==> src/hw/rtl/lrupr_pkg.sv <==
`timescale 1ns / 1ps
`default_nettype none

package lrupr_pkg;

  localparam int unsigned PAGE_W  = 8;
  localparam int unsigned SLOT_W  = 3;
  localparam int unsigned FAULT_W = 16;
  localparam int unsigned CFG_W   = 4;

  localparam logic [CFG_W-1:0]   FRAME_COUNT_RESET = 4'd3;
  localparam logic [FAULT_W-1:0] FAULT_MAX         = 16'hFFFF;

  typedef struct packed {
    logic [PAGE_W-1:0] page;
    logic              start_run;
  } in_item_t;

  typedef struct packed {
    logic               fault;
    logic [SLOT_W-1:0]  slot;
    logic               evicted_valid;
    logic [PAGE_W-1:0]  evicted_page;
    logic [FAULT_W-1:0] fault_total;
  } out_item_t;

  // controller to datapath
  typedef struct packed {
    logic load;
    logic scan;
    logic update;
  } ctrl_cmd_t;

  // datapath to controller
  typedef struct packed {
    logic scan_last;
    logic out_free;
  } dp_stat_t;

endpackage

`default_nettype wire

==> src/hw/rtl/lrupr_ctrl.sv <==
`timescale 1ns / 1ps
`default_nettype none

module lrupr_ctrl (
  input  wire logic                 clk_i,
  input  wire logic                 rst_ni,
  input  wire logic                 in_valid_i,
  output logic                      in_ready_o,
  input  wire lrupr_pkg::dp_stat_t  stat_i,
  output lrupr_pkg::ctrl_cmd_t      cmd_o
);

  typedef enum logic [1:0] {
    ST_IDLE,
    ST_SCAN,
    ST_UPDATE
  } state_e;

  state_e state_q;
  logic   in_ready_q;

  assign in_ready_o = in_ready_q;

  always_comb begin
    cmd_o        = '0;
    cmd_o.load   = in_valid_i && in_ready_q;
    cmd_o.scan   = (state_q == ST_SCAN);
    cmd_o.update = (state_q == ST_UPDATE) && stat_i.out_free;
  end

  always_ff @(posedge clk_i or negedge rst_ni) begin
    if (!rst_ni) begin
      state_q    <= ST_IDLE;
      in_ready_q <= 1'b1;
    end else begin
      unique case (state_q)
        ST_IDLE: begin
          if (in_valid_i && in_ready_q) begin
            state_q    <= ST_SCAN;
            in_ready_q <= 1'b0;
          end
        end
        ST_SCAN: begin
          if (stat_i.scan_last) begin
            state_q <= ST_UPDATE;
          end
        end
        ST_UPDATE: begin
          // hold until the output register can take the result
          if (stat_i.out_free) begin
            state_q    <= ST_IDLE;
            in_ready_q <= 1'b1;
          end
        end
        default: begin
          state_q    <= ST_IDLE;
          in_ready_q <= 1'b1;
        end
      endcase
    end
  end

endmodule

`default_nettype wire

==> src/hw/rtl/lrupr_dp.sv <==
`timescale 1ns / 1ps
`default_nettype none

module lrupr_dp #(
  parameter int unsigned MAX_FRAMES = 8
) (
  input  wire logic                                 clk_i,
  input  wire logic                                 rst_ni,
  input  wire logic                                 cfg_we_i,
  input  wire logic [lrupr_pkg::CFG_W-1:0]          cfg_wdata_i,
  input  wire lrupr_pkg::in_item_t                  in_item_i,
  input  wire lrupr_pkg::ctrl_cmd_t                 cmd_i,
  output lrupr_pkg::dp_stat_t                       stat_o,
  output logic                                      out_valid_o,
  input  wire logic                                 out_ready_i,
  output lrupr_pkg::out_item_t                      out_item_o
);

  localparam int unsigned SW = (MAX_FRAMES > 1) ? $clog2(MAX_FRAMES) : 1;

  logic [lrupr_pkg::CFG_W-1:0]   frame_count_q;

  logic [lrupr_pkg::PAGE_W-1:0]  frame_page_q [MAX_FRAMES];
  logic [MAX_FRAMES-1:0]         frame_valid_q;
  logic [SW-1:0]                 rank_q       [MAX_FRAMES];
  logic [lrupr_pkg::FAULT_W-1:0] fault_cnt_q;

  // item being worked on and scan results
  logic [lrupr_pkg::PAGE_W-1:0]  page_q;
  logic [SW-1:0]                 idx_q;
  logic                          hit_q;
  logic [SW-1:0]                 hit_slot_q;
  logic [SW-1:0]                 hit_rank_q;
  logic                          free_q;
  logic [SW-1:0]                 free_slot_q;
  logic [SW-1:0]                 best_slot_q;
  logic [SW-1:0]                 best_rank_q;
  logic [lrupr_pkg::PAGE_W-1:0]  best_page_q;

  logic                          out_valid_q;
  lrupr_pkg::out_item_t          out_item_q;

  logic [SW-1:0]                 lim_m1;
  logic [31:0]                   fc_ext;
  logic                          scan_hit;
  logic [SW-1:0]                 upd_slot;
  logic [SW-1:0]                 upd_rank;
  logic                          upd_age_all;
  logic                          upd_fault;
  logic [lrupr_pkg::FAULT_W-1:0] fault_next;

  // effective frame limit minus one: zero acts as one, too large acts as capacity
  always_comb begin
    fc_ext = 32'(frame_count_q);
    if (fc_ext == 32'd0) begin
      lim_m1 = '0;
    end else if (fc_ext > MAX_FRAMES) begin
      lim_m1 = SW'(MAX_FRAMES - 1);
    end else begin
      lim_m1 = SW'(fc_ext - 32'd1);
    end
  end

  assign scan_hit = frame_valid_q[idx_q] && (frame_page_q[idx_q] == page_q) && !hit_q;

  always_comb begin
    upd_fault = !hit_q;
    if (hit_q) begin
      upd_slot    = hit_slot_q;
      upd_rank    = hit_rank_q;
      upd_age_all = 1'b0;
    end else if (free_q) begin
      upd_slot    = free_slot_q;
      upd_rank    = '0;
      upd_age_all = 1'b1;
    end else begin
      upd_slot    = best_slot_q;
      upd_rank    = best_rank_q;
      upd_age_all = 1'b0;
    end
    if (upd_fault && (fault_cnt_q != lrupr_pkg::FAULT_MAX)) begin
      fault_next = fault_cnt_q + 1'b1;
    end else begin
      fault_next = fault_cnt_q;
    end
  end

  assign stat_o.scan_last = (idx_q == lim_m1);
  assign stat_o.out_free  = !out_valid_q || out_ready_i;
  assign out_valid_o      = out_valid_q;
  assign out_item_o       = out_item_q;

  always_ff @(posedge clk_i or negedge rst_ni) begin
    if (!rst_ni) begin
      frame_count_q <= lrupr_pkg::FRAME_COUNT_RESET;
      frame_valid_q <= '0;
      fault_cnt_q   <= '0;
      out_valid_q   <= 1'b0;
      for (int k = 0; k < MAX_FRAMES; k++) begin
        rank_q[k] <= '0;
      end
    end else begin
      if (cfg_we_i) begin
        frame_count_q <= cfg_wdata_i;
      end
      if (out_ready_i) begin
        out_valid_q <= 1'b0;
      end
      if (cmd_i.load && in_item_i.start_run) begin
        frame_valid_q <= '0;
        fault_cnt_q   <= '0;
        for (int k = 0; k < MAX_FRAMES; k++) begin
          rank_q[k] <= '0;
        end
      end
      if (cmd_i.update) begin
        for (int k = 0; k < MAX_FRAMES; k++) begin
          if (SW'(k) == upd_slot) begin
            rank_q[k] <= '0;
          end else if (frame_valid_q[k] && (upd_age_all || (rank_q[k] < upd_rank))) begin
            rank_q[k] <= rank_q[k] + 1'b1;
          end
        end
        frame_valid_q[upd_slot] <= 1'b1;
        fault_cnt_q             <= fault_next;
        out_valid_q             <= 1'b1;
      end
    end
  end

  // payload, scan, frame page and output item registers
  always_ff @(posedge clk_i) begin
    if (cmd_i.load) begin
      page_q <= in_item_i.page;
      idx_q  <= '0;
      hit_q  <= 1'b0;
      free_q <= 1'b0;
    end
    if (cmd_i.scan) begin
      if (scan_hit) begin
        hit_q      <= 1'b1;
        hit_slot_q <= idx_q;
        hit_rank_q <= rank_q[idx_q];
      end
      // the highest free slot wins
      if (!frame_valid_q[idx_q]) begin
        free_q      <= 1'b1;
        free_slot_q <= idx_q;
      end
      if ((idx_q == '0) || (rank_q[idx_q] > best_rank_q)) begin
        best_slot_q <= idx_q;
        best_rank_q <= rank_q[idx_q];
        best_page_q <= frame_page_q[idx_q];
      end
      idx_q <= idx_q + 1'b1;
    end
    if (cmd_i.update) begin
      if (upd_fault) begin
        frame_page_q[upd_slot] <= page_q;
      end
      out_item_q.fault         <= upd_fault;
      out_item_q.slot          <= lrupr_pkg::SLOT_W'(32'(upd_slot));
      out_item_q.evicted_valid <= upd_fault && !free_q;
      out_item_q.evicted_page  <= (upd_fault && !free_q) ? best_page_q : '0;
      out_item_q.fault_total   <= fault_next;
    end
  end

endmodule

`default_nettype wire

==> src/hw/rtl/lru_page_replacement.sv <==
`timescale 1ns / 1ps
`default_nettype none

// channel | handshake                  | payload
// --------+----------------------------+---------------------------------------
// cfg     | cfg_we_i                   | cfg_wdata_i (frame_count)
// in      | in_valid_i / in_ready_o    | in_item_i (page, start_run)
// out     | out_valid_o / out_ready_i  | out_item_o (fault, slot, evicted, total)
//
// each item is accepted, then scanned over its limit active frames, limit being the
// clamped frame count, then updated; the update waits while the output register is full
// the frame scan walks the slots one per cycle through a single comparator and rank
// compare; reset leaves all frames empty and frame_count at 3
// a finished result sits in the output register, the next item is taken while it waits

module lru_page_replacement #(
  parameter int unsigned MAX_FRAMES = 8
) (
  input  wire logic                        clk_i,
  input  wire logic                        rst_ni,
  input  wire logic                        cfg_we_i,
  input  wire logic [lrupr_pkg::CFG_W-1:0] cfg_wdata_i,
  input  wire logic                        in_valid_i,
  output logic                             in_ready_o,
  input  wire lrupr_pkg::in_item_t         in_item_i,
  output logic                             out_valid_o,
  input  wire logic                        out_ready_i,
  output lrupr_pkg::out_item_t             out_item_o
);

  lrupr_pkg::ctrl_cmd_t cmd;
  lrupr_pkg::dp_stat_t  stat;

  lrupr_ctrl u_ctrl (
    .clk_i      (clk_i),
    .rst_ni     (rst_ni),
    .in_valid_i (in_valid_i),
    .in_ready_o (in_ready_o),
    .stat_i     (stat),
    .cmd_o      (cmd)
  );

  lrupr_dp #(
    .MAX_FRAMES (MAX_FRAMES)
  ) u_dp (
    .clk_i       (clk_i),
    .rst_ni      (rst_ni),
    .cfg_we_i    (cfg_we_i),
    .cfg_wdata_i (cfg_wdata_i),
    .in_item_i   (in_item_i),
    .cmd_i       (cmd),
    .stat_o      (stat),
    .out_valid_o (out_valid_o),
    .out_ready_i (out_ready_i),
    .out_item_o  (out_item_o)
  );

endmodule

`default_nettype wire

==> config.mk <==
export PLATFORM = sky130hd
export DESIGN_NAME = lru_page_replacement
export DESIGN_NICKNAME = d
export VERILOG_FILES = /design/src/hw/rtl/lrupr_pkg.sv /design/src/hw/rtl/lrupr_ctrl.sv /design/src/hw/rtl/lrupr_dp.sv /design/src/hw/rtl/lru_page_replacement.sv
export SDC_FILE = /design/constraint.sdc
export NUM_CORES = 1
export LEC_CHECK = 0
export BUFFER_PORTS_ARGS = -buffer_cell sky130_fd_sc_hd__buf_4
export CORE_MARGIN = 8
export CORE_UTILIZATION = 49
export DETAILED_ROUTE_END_ITERATION = 10
export PLACE_DENSITY = 0.65
export SETUP_SLACK_MARGIN = 0.3
export SLEW_MARGIN = 10
export SYNTH_ARGS = -nofsm -noshare
export SYNTH_HDL_FRONTEND = slang
export SYNTH_SLANG_ARGS = --single-unit
==> constraint.sdc <==
create_clock -name clk_i -period 10.2 [get_ports clk_i]
set_clock_uncertainty 0.2 [all_clocks]
set_input_delay 1.02 -clock clk_i [delete_from_list [all_inputs] [get_ports clk_i]]
set_output_delay 1.02 -clock clk_i [all_outputs]
set_load 0.005 [all_outputs]
# ---- Word level (Yosys, flattened, before mapping)
# Memory sizes are Yosys's and may differ from the RTL's. A register that Yosys moved wholly into a read port is not among the register bits.
# Index checks and enable logic that the tools add are counted.
# W data, S select, Z words.
dict set report totals {
  reg_bits 121
  mem_bits_rw 64
  inputBits 18
  out_inout_bits 31
  wordCells 174
  memories 1
}
dict set report classes {
  n_addsub 11
  n_lt_le_gt_ge 14
  n_eq_ne 15
  n_mux 59
  n_bitwise 4
  n_reduce_logical 41
}
# memory words word_bits rd rd_ports_with_merged_regs wr line_no
set memory_table {}
lappend memory_table {u_dp.frame_page_q 8 8 1 1 1 lrupr_dp.sv:23} ;# logic [lrupr_pkg::PAGE_W-1:0] frame_page_q [MAX_FRAMES];
# op n
set op_table {}
lappend op_table {{$mux W3} 27}
lappend op_table {{$mux W16} 3}
lappend op_table {{$mux W24} 2}
lappend op_table {{$add A3 B1 Y3 const B} 9}
lappend op_table {{$lt A3 B3 Y1} 8}
lappend op_table {{$mux W1} 17}
lappend op_table {{$add A16 B1 Y16 const B} 1}
lappend op_table {{$logic_and A1 B1 Y1} 16}
lappend op_table {{$mux W8} 2}
lappend op_table {{$ne A16 B16 Y1 const B} 1}
lappend op_table {{$eq A3 B3 Y1 const A} 4}
lappend op_table {{$logic_or A1 B1 Y1} 10}
lappend op_table {{$bmux W3 S3} 1}
lappend op_table {{$eq A8 B8 Y1} 1}
lappend op_table {{$lt A3 B4 Y1 const B} 2}
lappend op_table {{$or A8 B8 Y8} 1}
lappend op_table {{$eq A2 B3 Y1 const A} 2}
lappend op_table {{$logic_not A3 Y1} 2}
lappend op_table {{$mux W2} 3}
lappend op_table {{$ne A2 B1 Y1 const B} 3}
lappend op_table {{$pmux W2 S3} 1}
lappend op_table {{$reduce_and A2 Y1} 3}
lappend op_table {{$reduce_and A3 Y1} 2}
lappend op_table {{$reduce_bool A2 Y1} 3}
lappend op_table {{17 further kinds} 20}

# ---- Logic depth before layout (Yosys ltp)
# Gate-level depths: netlist of the first run.
dict set report depth {
  word_depth 8
  mapped_depth 11
  ltp_nobuf 10
}

# ---- Hierarchy
# A second synthesis of the first run with hierarchy kept.
dict set report unflattened {
  hier_cells 696
  area_unflattened_um2 8892.3
}
# module n_inst cells_each area_per_inst_um2 seq_area_each_um2
set modules_own_cells {}
lappend modules_own_cells {lrupr_dp 1 681 8735.9 5242.5}
lappend modules_own_cells {lrupr_ctrl 1 15 156.4 76.3}

# ---- Worst setup path after synthesis of the first run
# No wires, ideal clock.
dict set report synth_path {
  kind {register to register}
  start {register u_dp.idx_q[0]}
  end {register u_dp.best_page_q[0] (netlist name), read port of u_dp.frame_page_q, enable pin}
  setup_time_ns 0.384
  t_arrival_ns 2.633
  required_time_ns 9.616
  path_slack_ns 6.983
  path_stages_with_launch 11
  path_buffers 1
  synth_period_minus_slack_ns 3.217
  path_cell_list {edfxtp_1 > buf_2 > mux4_2 > nand2_1 > o21ai_0 > ha_1 > a21o_1 > a21oi_1 > a31oi_1 > a21oi_1 > nor2_1}
}
dict set report synth_between {
  elab_chain_cells 7
  elab_cells_between_ends 8
  classes_between {order compare: 1; mux: 3; bitwise: 1; reduce/logical: 3}
}
# element line_no
set synth_lines {}
lappend synth_lines {{start: declaration} lrupr_dp.sv:30} ;# logic [SW-1:0] idx_q;
lappend synth_lines {{start signal: assignment} lrupr_dp.sv:155} ;# idx_q <= idx_q + 1'b1;
lappend synth_lines {{$not A3 Y4 (not written as such)} lrupr_dp.sv:150} ;# if ((idx_q == '0) || (rank_q[idx_q] > best_rank_q)) begin
lappend synth_lines {{$bmux W3 S3} lrupr_dp.sv:150}
lappend synth_lines {{$mux W3 (not written as such) (2 in a row)} lrupr_dp.sv:150}
lappend synth_lines {{$gt A3 B3 Y1} lrupr_dp.sv:150}
lappend synth_lines {{$logic_or A1 B1 Y1 *} lrupr_dp.sv:150}
lappend synth_lines {{$reduce_and A2 Y1 (no source line) *} -}
lappend synth_lines {{end: declaration} lrupr_dp.sv:38} ;# logic [lrupr_pkg::PAGE_W-1:0] best_page_q;
# Every way passes the cells marked *; elsewhere a longest branch is shown, timed or not. The select of a mux whose other input is x is not followed.
# A chain may end at the register's enable or synchronous reset.

# ---- Worst setup path in the final report of the first run
# Same ends and word-level chain as after synthesis.

==> results of run 1 <==
-- synth_stat cells (all sizes together), types with 16 or more instances --
| cell | instances | share of area, % |
|---|---|---|
| a21oi | 20 | 1.1 |
| buf | 17 | 1.2 |
| clkbuf | 23 | 0.99 |
| dfrtp | 53 | 15 |
| edfxtp | 127 | 42 |
| ha | 23 | 3.2 |
| inv | 32 | 1.3 |
| mux2i | 24 | 2.6 |
| mux4 | 16 | 4.0 |
| nand2 | 73 | 3.0 |
| nand3 | 51 | 2.8 |
| nor2 | 23 | 0.95 |
| o21ai | 34 | 1.9 |
| xnor2 | 20 | 1.9 |
-- per-layer routing --
| metal | vias to the layer above | share of wire, % | GRT usage [%] |
|---|---|---|---|
| li1 | 2798 | - | - |
| met1 | 3015 | 46 | 22.6 |
| met2 | 182 | 48 | 27.5 |
| met3 | 14 | 5.8 | 4.31 |
| met4 | 0 | 1.0 | 5.00 |
| met5 | - | 0 | 0 |
-- kinds of logic after synthesis --
| family | synth area share (%) |
|---|---|
| AO/OA/AOI/OAI | 10.7 |
| AND/OR/NAND/NOR | 12.9 |
| XOR/XNOR | 2.51 |
| adder cells (fa/ha/maj) | 3.39 |
| flip-flops | 58.7 |
| multiplexers | 8.36 |
| buffers and inverters | 3.49 |
-- worst max-delay path, cell delays in order, from the launching register on --
cell      delay, ps
edfxtp_1        800
mux4_2          590
nand2_1          80
o21ai_0         160
ha_1            360
a21o_1          110
a21oi_1          60
a31oi_1         140
a21oi_1          70
nor2_1          290
buf_4           280
-- state kept, by name (all words and copies together), names as in the netlist, named ones only --
register and cells:
u_dp.best_slot_q 3, u_dp.free_q 1, u_dp.idx_q 3, u_dp.out_valid_o 1, u_dp.best_rank_q 3, u_dp.hit_slot_q 3, u_dp.frame_count_q 4, u_dp.page_q 8
u_dp.free_slot_q 3, u_dp.fault_cnt_q 16, u_dp.rank_q 24, u_ctrl.state_q 2, u_dp.frame_page_q 64, u_ctrl.in_ready_o 1, u_dp.best_page_q 8, u_dp.hit_q 1
u_dp.out_item_o 29, u_dp.hit_rank_q 3, u_dp.frame_valid_q 8
-- worst min path at each step --
| stage | startpoint | endpoint | slack, ps | cells past startpoint |
|---|---|---|---|---|
| after CTS | u_dp.frame_count_q[1] | u_dp.frame_count_q[1] | 310 | 2 |
| final | u_dp.frame_count_q[1] | u_dp.frame_count_q[1] | 300 | 2 |
| after global routing | u_dp.best_page_q[0] | u_dp.out_item_o[16] | 360 | 1 |
| after detailed placement | u_dp.frame_count_q[1] | u_dp.frame_count_q[1] | 300 | 2 |
| after floorplan | u_dp.frame_valid_q[1] | u_dp.frame_valid_q[1] | 260 | 2 |
| after global placement | u_dp.frame_valid_q[6] | u_dp.frame_valid_q[6] | 300 | 2 |
-- metrics by stage --
| step | total power [mW] | utilization [%] | hold WS [ps] |
|---|---|---|---|
| 2_1_floorplan | 0.832 | - | 260 |
| 3_3_place_gp | 0.842 | 53.3 | 296 |
| 3_5_place_dp | 0.843 | 53.3 | 298 |
| 4_1_cts | 1.48 | 56.5 | 313 |
| 5_1_grt | 1.51 | 56.5 | 356 |
| 6_report | 1.46 | 56.5 | 305 |
-- power by group through the flow --
| stage | logic, mW | clock network (mW) | registers, mW |
|---|---|---|---|
| final | 0.0169 | 0.636 | 0.809 |
| after global routing | 0.0191 | 0.680 | 0.809 |
| after CTS | 0.0174 | 0.651 | 0.809 |
| after detailed placement | 0.0174 | 0 | 0.826 |
| after global placement | 0.0168 | 0 | 0.826 |
| after floorplan | 0.00610 | 0 | 0.826 |
-- layout by cell type, fill, tap and decap left out, types with 15 or more instances in the layout --
master,instances
a21oi_1,19
buf_4,61
clkbuf_16,18
dfrtp_1,53
edfxtp_1,127
ha_1,23
inv_1,29
mux2i_1,24
mux4_2,16
nand2_1,73
nand3_1,51
nand4b_1,15
nor2_1,23
o21ai_0,32
xnor2_1,20
-- cell type report --
| class | count | area share (%) |
|---|---|---|
| timing repair buffer | 61 | 4.48 |
| clock buffer | 18 | 4.41 |
| clock inverter | 14 | 1.20 |
| tap | 229 | 2.80 |
| inverter | 32 | 1.18 |
| sequential | 188 | 52.1 |
| multi-input combinational | 462 | 33.9 |
==> results.md, run 1 <==
- Placed insts: 972
- Worst Tran Pin Value: 1190 ps
- VDD IR max: 128 uV
- Clock network fraction of total power: 43.5%
- Switching Share: 21.2%
- Max Slew Vio Count: 0
- Non-Filler Instances: 1004
- Top Ports: 49
- Clock slew at reported path FFs: 80 ps
- # rows: 49
- CTS sink cnt: 188
- Hold_buf cts: 0
- GR Overflow Total: 0
- Initial drt markers: 508
- Worst Setup SP: u_dp.idx_q[0]
- Vias post-DR: 6009
- Die X: 152 um
- Post-CTS Setup Inserts: 0
- Max Cap Viol: 0
- Final setup vio count: 0
- Status: finished, final reports clean
- Cells after Synth: 722
- Int Power: 1.15 mW
- Worst reg-to-reg setup slack: 6740 ps
- Global-route wire length before repair: 31800 um
- WP data arrival: 3390 ps
- Finished Cell Area: 0.0102 mm^2
- Core Area: 0.0181 mm^2
- Rel. slew slack: 20.2%
- DRC violations left: 0
- Synthesized area per cell: 12.6 um^2
- Min Tclk post-route: 3460 ps
- Sw Pwr: 310 uW
- Fin crit share: 33.9%
- Critical R2R Launch: u_dp.idx_q[0]
- Max Freq: 0.289 GHz
- Reg power frac: 55.4%
- H-tree depth: 4
- FFs w/ async S/R, synth: 29.8%
- Worst slack, placed: 6760 ps
- CP endpoint: u_dp.best_page_q[0]
- FF+latch count, synth: 188
- Post-synth cell types: 57
- Reg2reg path depth: 10
- Post-synth EDFFs: 127
- DIE HEIGHT: 152 um
- Power share of the combinational group: 1.2%
- Final Hold Vio Count: 0
- Multi-input gate area in the final layout: 0.00346 mm^2
- Vias in the first global route: 6044
- Top_reg_cell synth: edfxtp_1
- Num CTS Buffers: 17
- CTS tree: built
- Fillers: 1439
- Crit path kind: reg2reg
- Initial Util: 50.1%
- Syn-to-layout area delta: 12.7%
- # port buffers: 48
- Clock root buffer: clkbuf_16
- Setup TNS: 0 ps
- Total Routing Usage GR: 17.1%
- Initial antenna violation count: 0
- GPL Wtd Cong: 0.821
- DP HPWL: 13200 um
- Reg2reg end: u_dp.best_page_q[0]
- Worst Path Max Fanout: 15
- Synthesized netlist net count: 763
- Cell Pwr Density: 143 mW/mm^2
- Routed WL per cell: 19.3 um
- Post-CTS sizing: 0
- CP endpoint kind: flip-flop
- Final WS setup: 6740 ps
- Synth warnings: 0
- # diodes: 0
- Skew-Pair Late Insertion Delay: 440 ps
- Vias per cell: 5.99
- Placed cell area: 0.00964 mm^2
- DR pass1 iterations: 5
- Critical path required time: 10130 ps
- Largest net degree at the start of global routing: 60
- RSZ-0062 raised after global routing: no
- Layout cell share with drive strength beyond 1: 19.0%
- Post-synthesis sequential area ratio: 58.7%
- Final nets: 803
- Total wire length: 19400 um
- Cell Area, Synth: 0.00907 mm^2
- Post-route ant nets: 0
- Die area: 0.0231 mm^2
- CTS Buffer Depth: 2
- Register Area: 0.00532 mm^2
- Leak pwr: 3.94 nW
- Startpoint Class: flip-flop
- Min-Delay Path Class: reg2reg
No activity file was read; power rests on OpenSTA's default activity.
==> run 2, diff against run 1 <==
--- a/config.mk
+++ b/config.mk
@@ -5,6 +5,7 @@
 export SDC_FILE = /design/constraint.sdc
 export NUM_CORES = 1
 export LEC_CHECK = 0
+export ABC_AREA = 1
 export BUFFER_PORTS_ARGS = -buffer_cell sky130_fd_sc_hd__buf_4
 export CORE_MARGIN = 8
 export CORE_UTILIZATION = 49
==> constraint.sdc (replaced) <==
create_clock -name clk_i -period 3.4 [get_ports clk_i]
set_clock_uncertainty 0.2 [all_clocks]
set_input_delay 0.34 -clock clk_i [delete_from_list [all_inputs] [get_ports clk_i]]
set_output_delay 0.34 -clock clk_i [all_outputs]
set_load 0.005 [all_outputs]
==> run 2 against run 1 <==
Compared with the run above: clock power grew to 3.5 times the previous value; highest routed layer unchanged; non-clock buffer count grew 19; final cell count grew 37%; register-to-register slack worse by 6200 ps; power rose to 3.2 times the previous value; via count increased by 19%; largest cell class unchanged; synthesized cell count is 46% higher; final area is 5.9% higher; routed wire length increased by 11%; critical path type unchanged; largest power group unchanged; area after synthesis rose by 3.2%; sequential share of layout area shrank 2.9 points.
==> results.md, run 2 <==
- Status: finished, final reports clean (unchanged)
- Core Area: 0.0187 mm^2 (was 0.0181 mm^2)
- Post-synthesis sequential area ratio: 56.9% (was 58.7%)
- Crit path kind: reg2reg (unchanged)
- WP data arrival: 2750 ps (was 3390 ps)
- Top Ports: 49 (unchanged)
- H-tree depth: 4 (unchanged)
- Routed WL per cell: 15.7 um (was 19.3 um)
- Initial Util: 50.0% (was 50.1%)
- Synthesized area per cell: 8.88 um^2 (was 12.6 um^2)
- Core Util, Final: 57.9% (was 56.5%)
- DP HPWL: 14400 um (was 13200 um)
- Power share of the combinational group: 1.5% (was 1.2%)
- Cell Pwr Density: 437 mW/mm^2 (was 143 mW/mm^2)
- Final Hold Vio Count: 0 (unchanged)
- Met1 usage: 25.4% (was 22.6%)
- Initial antenna violation count: 0 (unchanged)
- Post-CTS sizing: 0 (unchanged)
- GR Overflow Total: 0 (unchanged)
- Worst Tran Pin Value: 787 ps (was 1190 ps)
- Top_reg_cell synth: edfxtp_1 (unchanged)
- GR Layer Usage met3: 4.12% (was 4.31%)
- FFs w/ async S/R, synth: 29.8% (unchanged)
- Switching Share: 20.0% (was 21.2%)
- Post-synth EDFFs: 127 (unchanged)
- Global-route wire length before repair: 35100 um (was 31800 um)
- Simple-gate share of the synthesized area: 25.7% (was 12.9%)
- GR Util met2: 28.7% (was 27.5%)
- Max Freq: 0.353 GHz (was 0.289 GHz)
- Max reg flops: 64 (unchanged)
- Fillers: 1625 (was 1439)
- Final setup vio count: 0 (unchanged)
- Commonest non-fill, non-tap cell in the layout: nand2_1 (was edfxtp_1)
- Max Cap Viol: 0 (unchanged)
- RSZ-0062 raised after global routing: no (unchanged)
- Largest net degree at the start of global routing: 57 (was 60)
- Clock root buffer: clkbuf_16 (unchanged)
- CTS Buffer Depth: 2 (unchanged)
- Synthesized netlist net count: 1095 (was 763)
- VDD IR max: 347 uV (was 128 uV)
- CTS sink cnt: 188 (unchanged)
- # rows: 50 (was 49)
- Rel. slew slack: 47.3% (was 20.2%)
- DR pass1 iterations: 7 (was 5)
- Worst Path Max Fanout: 17 (was 15)
- Syn-to-layout area delta: 15.7% (was 12.7%)
- CP endpoint kind: flip-flop (unchanged)
- Top area cells in the synthesized netlist: edfxtp_1 (41%), dfrtp_1 (14%), nand2_1 (12%) (was edfxtp_1 (42%), dfrtp_1 (15%), mux4_2 (4.0%))
- Int Power: 3.78 mW (was 1.15 mW)
- Reg with most FFs: u_dp.frame_page_q (unchanged)
- CTS tree: built (unchanged)
- Total Routing Usage GR: 18.5% (was 17.1%)
- Compound-Gate Fraction of Synth Area: 4.69% (was 10.7%)
- Synth warnings: 0 (unchanged)
- FF+latch count, synth: 188 (unchanged)
- Grt peak-use layer: met2 (unchanged)
- Final nets: 1166 (was 803)
- Cells after Synth: 1054 (was 722)
- Post-synth cell types: 40 (was 57)
- Xor/xnor share of the synthesized area: 2.06% (was 2.51%)
- Initial drt markers: 532 (was 508)
- Die X: 154 um (was 152 um)
- Max Slew Vio Count: 0 (unchanged)
- Clock slew at reported path FFs: 70 ps (was 80 ps)
- # port buffers: 48 (unchanged)
- Critical path required time: 3320 ps (was 10130 ps)
- Vias per cell: 5.22 (was 5.99)
- DRC violations left: 0 (unchanged)
- Layout cell share with drive strength beyond 1: 10.9% (was 19.0%)
- Skew-Pair Late Insertion Delay: 430 ps (was 440 ps)
- Multiplexer share of the synthesized area: 0% (was 8.36%)
- Cell Area, Synth: 0.00936 mm^2 (was 0.00907 mm^2)
- # diodes: 0 (unchanged)
- Largest family of logic cells by synthesized area: simple AND/OR/NAND/NOR gates (unchanged)
- Min Tclk post-route: 2830 ps (was 3460 ps)
- Min-Delay Path Class: in2reg (was reg2reg)
- Clock network fraction of total power: 47.2% (was 43.5%)
- DIE HEIGHT: 154 um (was 152 um)
- Startpoint Class: flip-flop (unchanged)
- Die area: 0.0238 mm^2 (was 0.0231 mm^2)
- Setup TNS: 0 ps (unchanged)
- Highest-count cells in the layout ignoring fill and taps: nand2_1 (302), nand3_1 (157), inv_1 (137), edfxtp_1 (127), nor2_1 (75) (was edfxtp_1 (127), nand2_1 (73), buf_4 (61), dfrtp_1 (53), nand3_1 (51))
- Post-route ant nets: 0 (unchanged)
- Top-area cell type share of the netlist area: 40.8% (was 42.1%)
- Yosys top cell by area: edfxtp_1 (unchanged)
- Fin crit share: 83.2% (was 33.9%)
- Sw Pwr: 944 uW (was 310 uW)
- Vias in the first global route: 6812 (was 6044)
- Vias post-DR: 7168 (was 6009)
- Total wire length: 21500 um (was 19400 um)
- Num CTS Buffers: 17 (unchanged)
- Most frequent cell after synthesis: nand2_1 (was edfxtp_1)
- GPL Wtd Cong: 0.892 (was 0.821)
- Reg power frac: 51.3% (was 55.4%)
- Most instantiated cells after synthesis: nand2_1 (302), nand3_1 (157), inv_1 (137) (was edfxtp_1 (127), nand2_1 (73), dfrtp_1 (53))
- Leak pwr: 5.02 nW (was 3.94 nW)
- Adder-Cell Fraction of Synth Area: 3.08% (was 3.39%)
-- run 2: changes by cell type after synthesis, moves of 9 or more --
cell / change
a21o_1: -10
and2_1: -9
and3_1: -10
clkbuf_1: -11
inv_1: +107
mux2_2: -14
mux2i_1: -24
mux4_2: -16
nand2_1: +229
nand3_1: +106
nand4b_1: -15
nor2_1: +52
xnor2_1: -9
-- run 2: kinds of logic (layout without fill, tap and decap cells) --
family | after synthesis | in the layout
DFF | 188 | 188
AOI/OAI and AO/OA | 78 | 78
xor gates and xnor gates | 22 | 22
buffers and inverters | 180 | 264
adders and majority gates | 23 | 23
and+or+nand+nor | 563 | 563
-- run 2: layout make-up --
cell class | instances | area [um^2] | share of cell area, %
clock buffer | 17 | 425 | 3.93
clock inverter | 15 | 231 | 2.14
multi-input combinational | 686 | 3330 | 30.8
tap | 234 | 293 | 2.71
timing repair buffer | 80 | 648 | 5.99
inverter | 152 | 573 | 5.30
sequential | 188 | 5320 | 49.2
-- run 2: metrics by stage --
| stage | cells | cell area, um^2 | power [mW] | hold slack (ps) | worst slack [ps] |
|---|---|---|---|---|---|
| 2_1_floorplan | 1054 | 9360 | 2.49 | -156 | 485 |
| 3_3_place_gp | 1321 | 9970 | 2.52 | 269 | 611 |
| 3_5_place_dp | 1321 | 9970 | 2.53 | 267 | 597 |
| 4_1_cts | 1372 | 10800 | 4.76 | 146 | 586 |
| 5_1_grt | 1372 | 10800 | 4.85 | 192 | 312 |
| 6_report | 1372 | 10800 | 4.73 | 154 | 571 |
-- run 2: power groups by stage --
stage / Combinational, mW / Clock [mW] / Sequential [mW]
global route: 0.0775 / 2.35 / 2.43
detailed placement: 0.0504 / 0 / 2.48
global placement: 0.0491 / 0 / 2.48
CTS: 0.0698 / 2.26 / 2.43
floorplan: 0.0167 / 0 / 2.48
finish: 0.0691 / 2.23 / 2.43
-- run 2: layer usage --
layer  share of wire, %  up-vias
met2                 45      203
met4                1.6        0
met1                 47     3358
li1                   -     3579
met3                6.2       28
met5                  0        -
-- run 2: worst paths after layout --
| path | start | slack [ps] | depth (start not counted) | endpoint |
|---|---|---|---|---|
| hold / removal | in_valid_i | 150 | 4 | u_dp.hit_q |
| setup / recovery | u_dp.idx_q[0] | 570 | 12 | u_dp.best_page_q[7] |
| max in group asynchronous | rst_ni | 2160 | 2 | u_dp.fault_cnt_q[15] |
| min in group asynchronous | rst_ni | 320 | 2 | u_dp.rank_q[9] |
| hold reg to reg | u_dp.frame_count_q[1] | 310 | 2 | u_dp.frame_count_q[1] |
| setup reg to reg | u_dp.idx_q[0] | 570 | 12 | u_dp.best_page_q[7] |
-- run 2: repair_timing --
item | 4_1_cts | 5_1_grt
hold buffers | 19 | 0
endpoints found under the hold margin | 66 | 0
setup buffers | 0 | 0
-- run 2: worst max-delay path, cell delays in order (launching register included) --
cell and delay (ps):
edfxtp_1 360, clkinv_1 330, a21oi_1 230, o21ai_0 90
nand2_1 70, inv_1 40, o21ai_0 270, inv_1 100
ha_1 210, o21ai_0 170, nand2_1 80, a21oi_2 130
buf_4 250
==> run 3, diff against run 2 <==
==> constraint.sdc (replaced) <==
create_clock -name clk_i -period 2.7 [get_ports clk_i]
set_clock_uncertainty 0.2 [all_clocks]
set_input_delay 0.27 -clock clk_i [delete_from_list [all_inputs] [get_ports clk_i]]
set_output_delay 0.27 -clock clk_i [all_outputs]
set_load 0.005 [all_outputs]
==> run 3 against run 2 <==
Compared with the run above: fmax up 9.7%; highest routed layer unchanged; largest power group unchanged; worst setup slack got worse by 450 ps; power grew 20%; clock-buffer cell count rose by 5; largest cell class unchanged.
==> results.md, run 3 (synthesis gave the netlist of run 2 again) <==
- VDD IR max: 444 uV (was 347 uV)
- Cell Pwr Density: 517 mW/mm^2 (was 437 mW/mm^2)
- Finished Cell Area: 0.0110 mm^2 (was 0.0108 mm^2)
- Met1 usage: 25.8% (was 25.4%)
- # diodes: 0 (unchanged)
- CP endpoint kind: flip-flop (unchanged)
- Reg power frac: 54.0% (was 51.3%)
- Layout cell share with drive strength beyond 1: 13.3% (was 10.9%)
- Fin crit share: 95.5% (was 83.2%)
- Startpoint Class: flip-flop (unchanged)
- WHS Path Cells: 4 (unchanged)
- Max Freq: 0.388 GHz (was 0.353 GHz)
- Worst reg-to-reg setup slack: 120 ps (was 570 ps)
- Critical R2R Launch: u_dp.idx_q[0] (unchanged)
- # port buffers: 48 (unchanged)
- Min-Delay Path Class: in2reg (unchanged)
- Most frequent CP cell: nand2_1 (was o21ai_0)
- Skew-Pair Late Insertion Delay: 440 ps (was 430 ps)
- Num CTS Buffers: 17 (unchanged)
- Total wire length: 21400 um (was 21500 um)
- Leak pwr: 5.09 nW (was 5.02 nW)
- DIE HEIGHT: 154 um (unchanged)
- Setup TNS: 0 ps (unchanged)
- CTS tree: built (unchanged)
- CTS Buffer Depth: 2 (unchanged)
- Power share of the combinational group: 1.5% (about the same)
- Core Area: 0.0187 mm^2 (unchanged)
- Max Slew Vio Count: 0 (unchanged)
- Rel. slew slack: 50.2% (was 47.3%)
- HP Start: in_valid_i (unchanged)
- H-tree depth: 4 (unchanged)
- Commonest non-fill, non-tap cell in the layout: nand2_1 (unchanged)
- Grt peak-use layer: met2 (unchanged)
- WP data arrival: 2520 ps (was 2750 ps)
- Max incr delay on CP: 440 ps (was 360 ps)
- Clock root buffer: clkbuf_16 (unchanged)
- Min Tclk post-route: 2580 ps (was 2830 ps)
- Fillers: 1602 (was 1625)
- Reg2reg path depth: 11 (was 12)
- Ordered cell list for the critical path: buf_6 -> nand2_1 -> o21ai_1 -> a221oi_2 -> a31oi_1 -> ha_1 -> nand2_1 -> o21ai_1 -> nand2_1 -> a21oi_4 -> buf_12 (was clkinv_1 -> a21oi_1 -> o21ai_0 -> nand2_1 -> inv_1 -> o21ai_0 -> inv_1 -> ha_1 -> o21ai_0 -> nand2_1 -> a21oi_2 -> buf_4)
- Final setup vio count: 0 (unchanged)
- Worst Path Max Fanout: 14 (was 17)
- GR Util met2: 29.1% (was 28.7%)
- Vias per cell: 5.18 (was 5.22)
- DRC violations left: 0 (unchanged)
- GR Overflow Total: 0 (unchanged)
- GPL Wtd Cong: 0.932 (was 0.892)
- Vias in the first global route: 6836 (was 6812)
- Clock slew at reported path FFs: 70 ps (about the same)
- Initial antenna violation count: 0 (unchanged)
- Worst Tran Pin Value: 747 ps (was 787 ps)
- Initial Util: 50.0% (unchanged)
- Reg with most FFs: u_dp.frame_page_q (unchanged)
- Clock network fraction of total power: 44.5% (was 47.2%)
- GR Layer Usage met3: 3.79% (was 4.12%)
- Largest net degree at the start of global routing: 57 (unchanged)
- Crit path kind: reg2reg (unchanged)
- Max Cap Viol: 0 (unchanged)
- CTS sink cnt: 188 (unchanged)
- DR pass1 iterations: 5 (was 7)
- Die area: 0.0238 mm^2 (unchanged)
- RSZ-0062 raised after global routing: yes (was no)
- Status: finished, final reports clean (unchanged)
- Initial drt markers: 639 (was 532)
- Critical path required time: 2640 ps (was 3320 ps)
- Placed cell area: 0.0102 mm^2 (was 0.00997 mm^2)
- Reg2reg end: u_dp.best_page_q[6] (was u_dp.best_page_q[7])
- Final nets: 1185 (was 1166)
- Top Ports: 49 (unchanged)
- DP HPWL: 14900 um (was 14400 um)
- Max reg flops: 64 (unchanged)
- Crit-path slowest cell: edfxtp_1 (unchanged)
- Switching Share: 21.0% (was 20.0%)
- Vias post-DR: 7205 (was 7168)
- Int Power: 4.47 mW (was 3.78 mW)
- WHS Endpoint: u_dp.hit_q (unchanged)
- Post-route ant nets: 0 (unchanged)
- Routed WL per cell: 15.4 um (was 15.7 um)
- Sw Pwr: 1.19 mW (was 944 uW)
- Highest-count cells in the layout ignoring fill and taps: nand2_1 (302), nand3_1 (156), inv_1 (136), edfxtp_1 (127), buf_4 (82) (was nand2_1 (302), nand3_1 (157), inv_1 (137), edfxtp_1 (127), nor2_1 (75))
- Die X: 154 um (unchanged)
- Global-route wire length before repair: 35400 um (was 35100 um)
- Final Hold Vio Count: 0 (unchanged)
- Total Routing Usage GR: 18.5% (about the same)
- Core Util, Final: 58.6% (was 57.9%)
- Syn-to-layout area delta: 17.1% (was 15.7%)
- # rows: 50 (unchanged)
==> run 3: what timing repair did <==
| item | in CTS | in global routing |
|---|---|---|
| hold buffers | 15 | 0 |
| buffers inserted | 1 | 0 |
| gates resized for setup | 3 | 10 |
| gates cloned | 0 | 0 |
| endpoints found under the hold margin | 67 | 0 |
| pin swaps | 2 | 0 |
| setup endpoints to repair | 22 | 30 |
==> run 3: routing by layer <==
layer / wire length, um / share of wire, %
met5: 0 / 0
met4: 250 / 1.2
met3: 1150 / 5.4
met2: 9920 / 46
met1: 10100 / 47
==> run 3: how the worst max path moves through the flow <==
stage	start	slack [ps]	cells past startpoint	end
final	u_dp.idx_q[0]	120	11	u_dp.best_page_q[6]
after global routing	u_dp.idx_q[0]	-70	13	u_dp.best_page_q[4]
after CTS	u_dp.idx_q[0]	120	11	u_dp.best_page_q[4]
after detailed placement	u_dp.idx_q[0]	80	11	u_dp.best_page_q[6]
after global placement	u_dp.idx_q[0]	110	11	u_dp.best_page_q[2]
after floorplan	u_dp.idx_q[0]	60	11	u_dp.best_page_q[0]
==> run 3: power by group through the flow <==
stage	Sequential, mW	Clock (mW)	Combinational (mW)
finish	3.06	2.52	0.0825
global route	3.05	2.68	0.0915
CTS	3.06	2.55	0.0833
detailed placement	3.12	0	0.0652
global placement	3.12	0	0.0647
floorplan	3.12	0	0.0210
==> run 3: stage by stage <==
stage               power [mW]  setup slack [ps]  instances  hold WS (ps)
floorplan                 3.14              64.1       1054          -226
global placement          3.18               111       1343           195
detailed placement        3.18              80.4       1343           192
CTS                       5.69               118       1391           126
global route              5.83             -68.1       1391           161
finish                    5.66               121       1391           154
==> run 3: area by class of cell <==
| type | count | area [um^2] | area share (%) |
|---|---|---|---|
| clock buffers | 22 | 508 | 4.64 |
| clock inverters | 10 | 88.8 | 0.811 |
| inverters | 152 | 579 | 5.29 |
| multi-input cells | 686 | 3370 | 30.7 |
| flip-flops and latches | 188 | 5320 | 48.6 |
| well taps | 234 | 293 | 2.67 |
| repair buffers | 99 | 797 | 7.28 |
==> run 3: worst max-delay path: cells and delay by family, from the launching register on <==
family | cells | cell delay, ps
simple gates | 3 | 200
buf+inv | 2 | 330
flops | 1 | 440
fa+ha+maj | 1 | 350
compound gates | 5 | 760
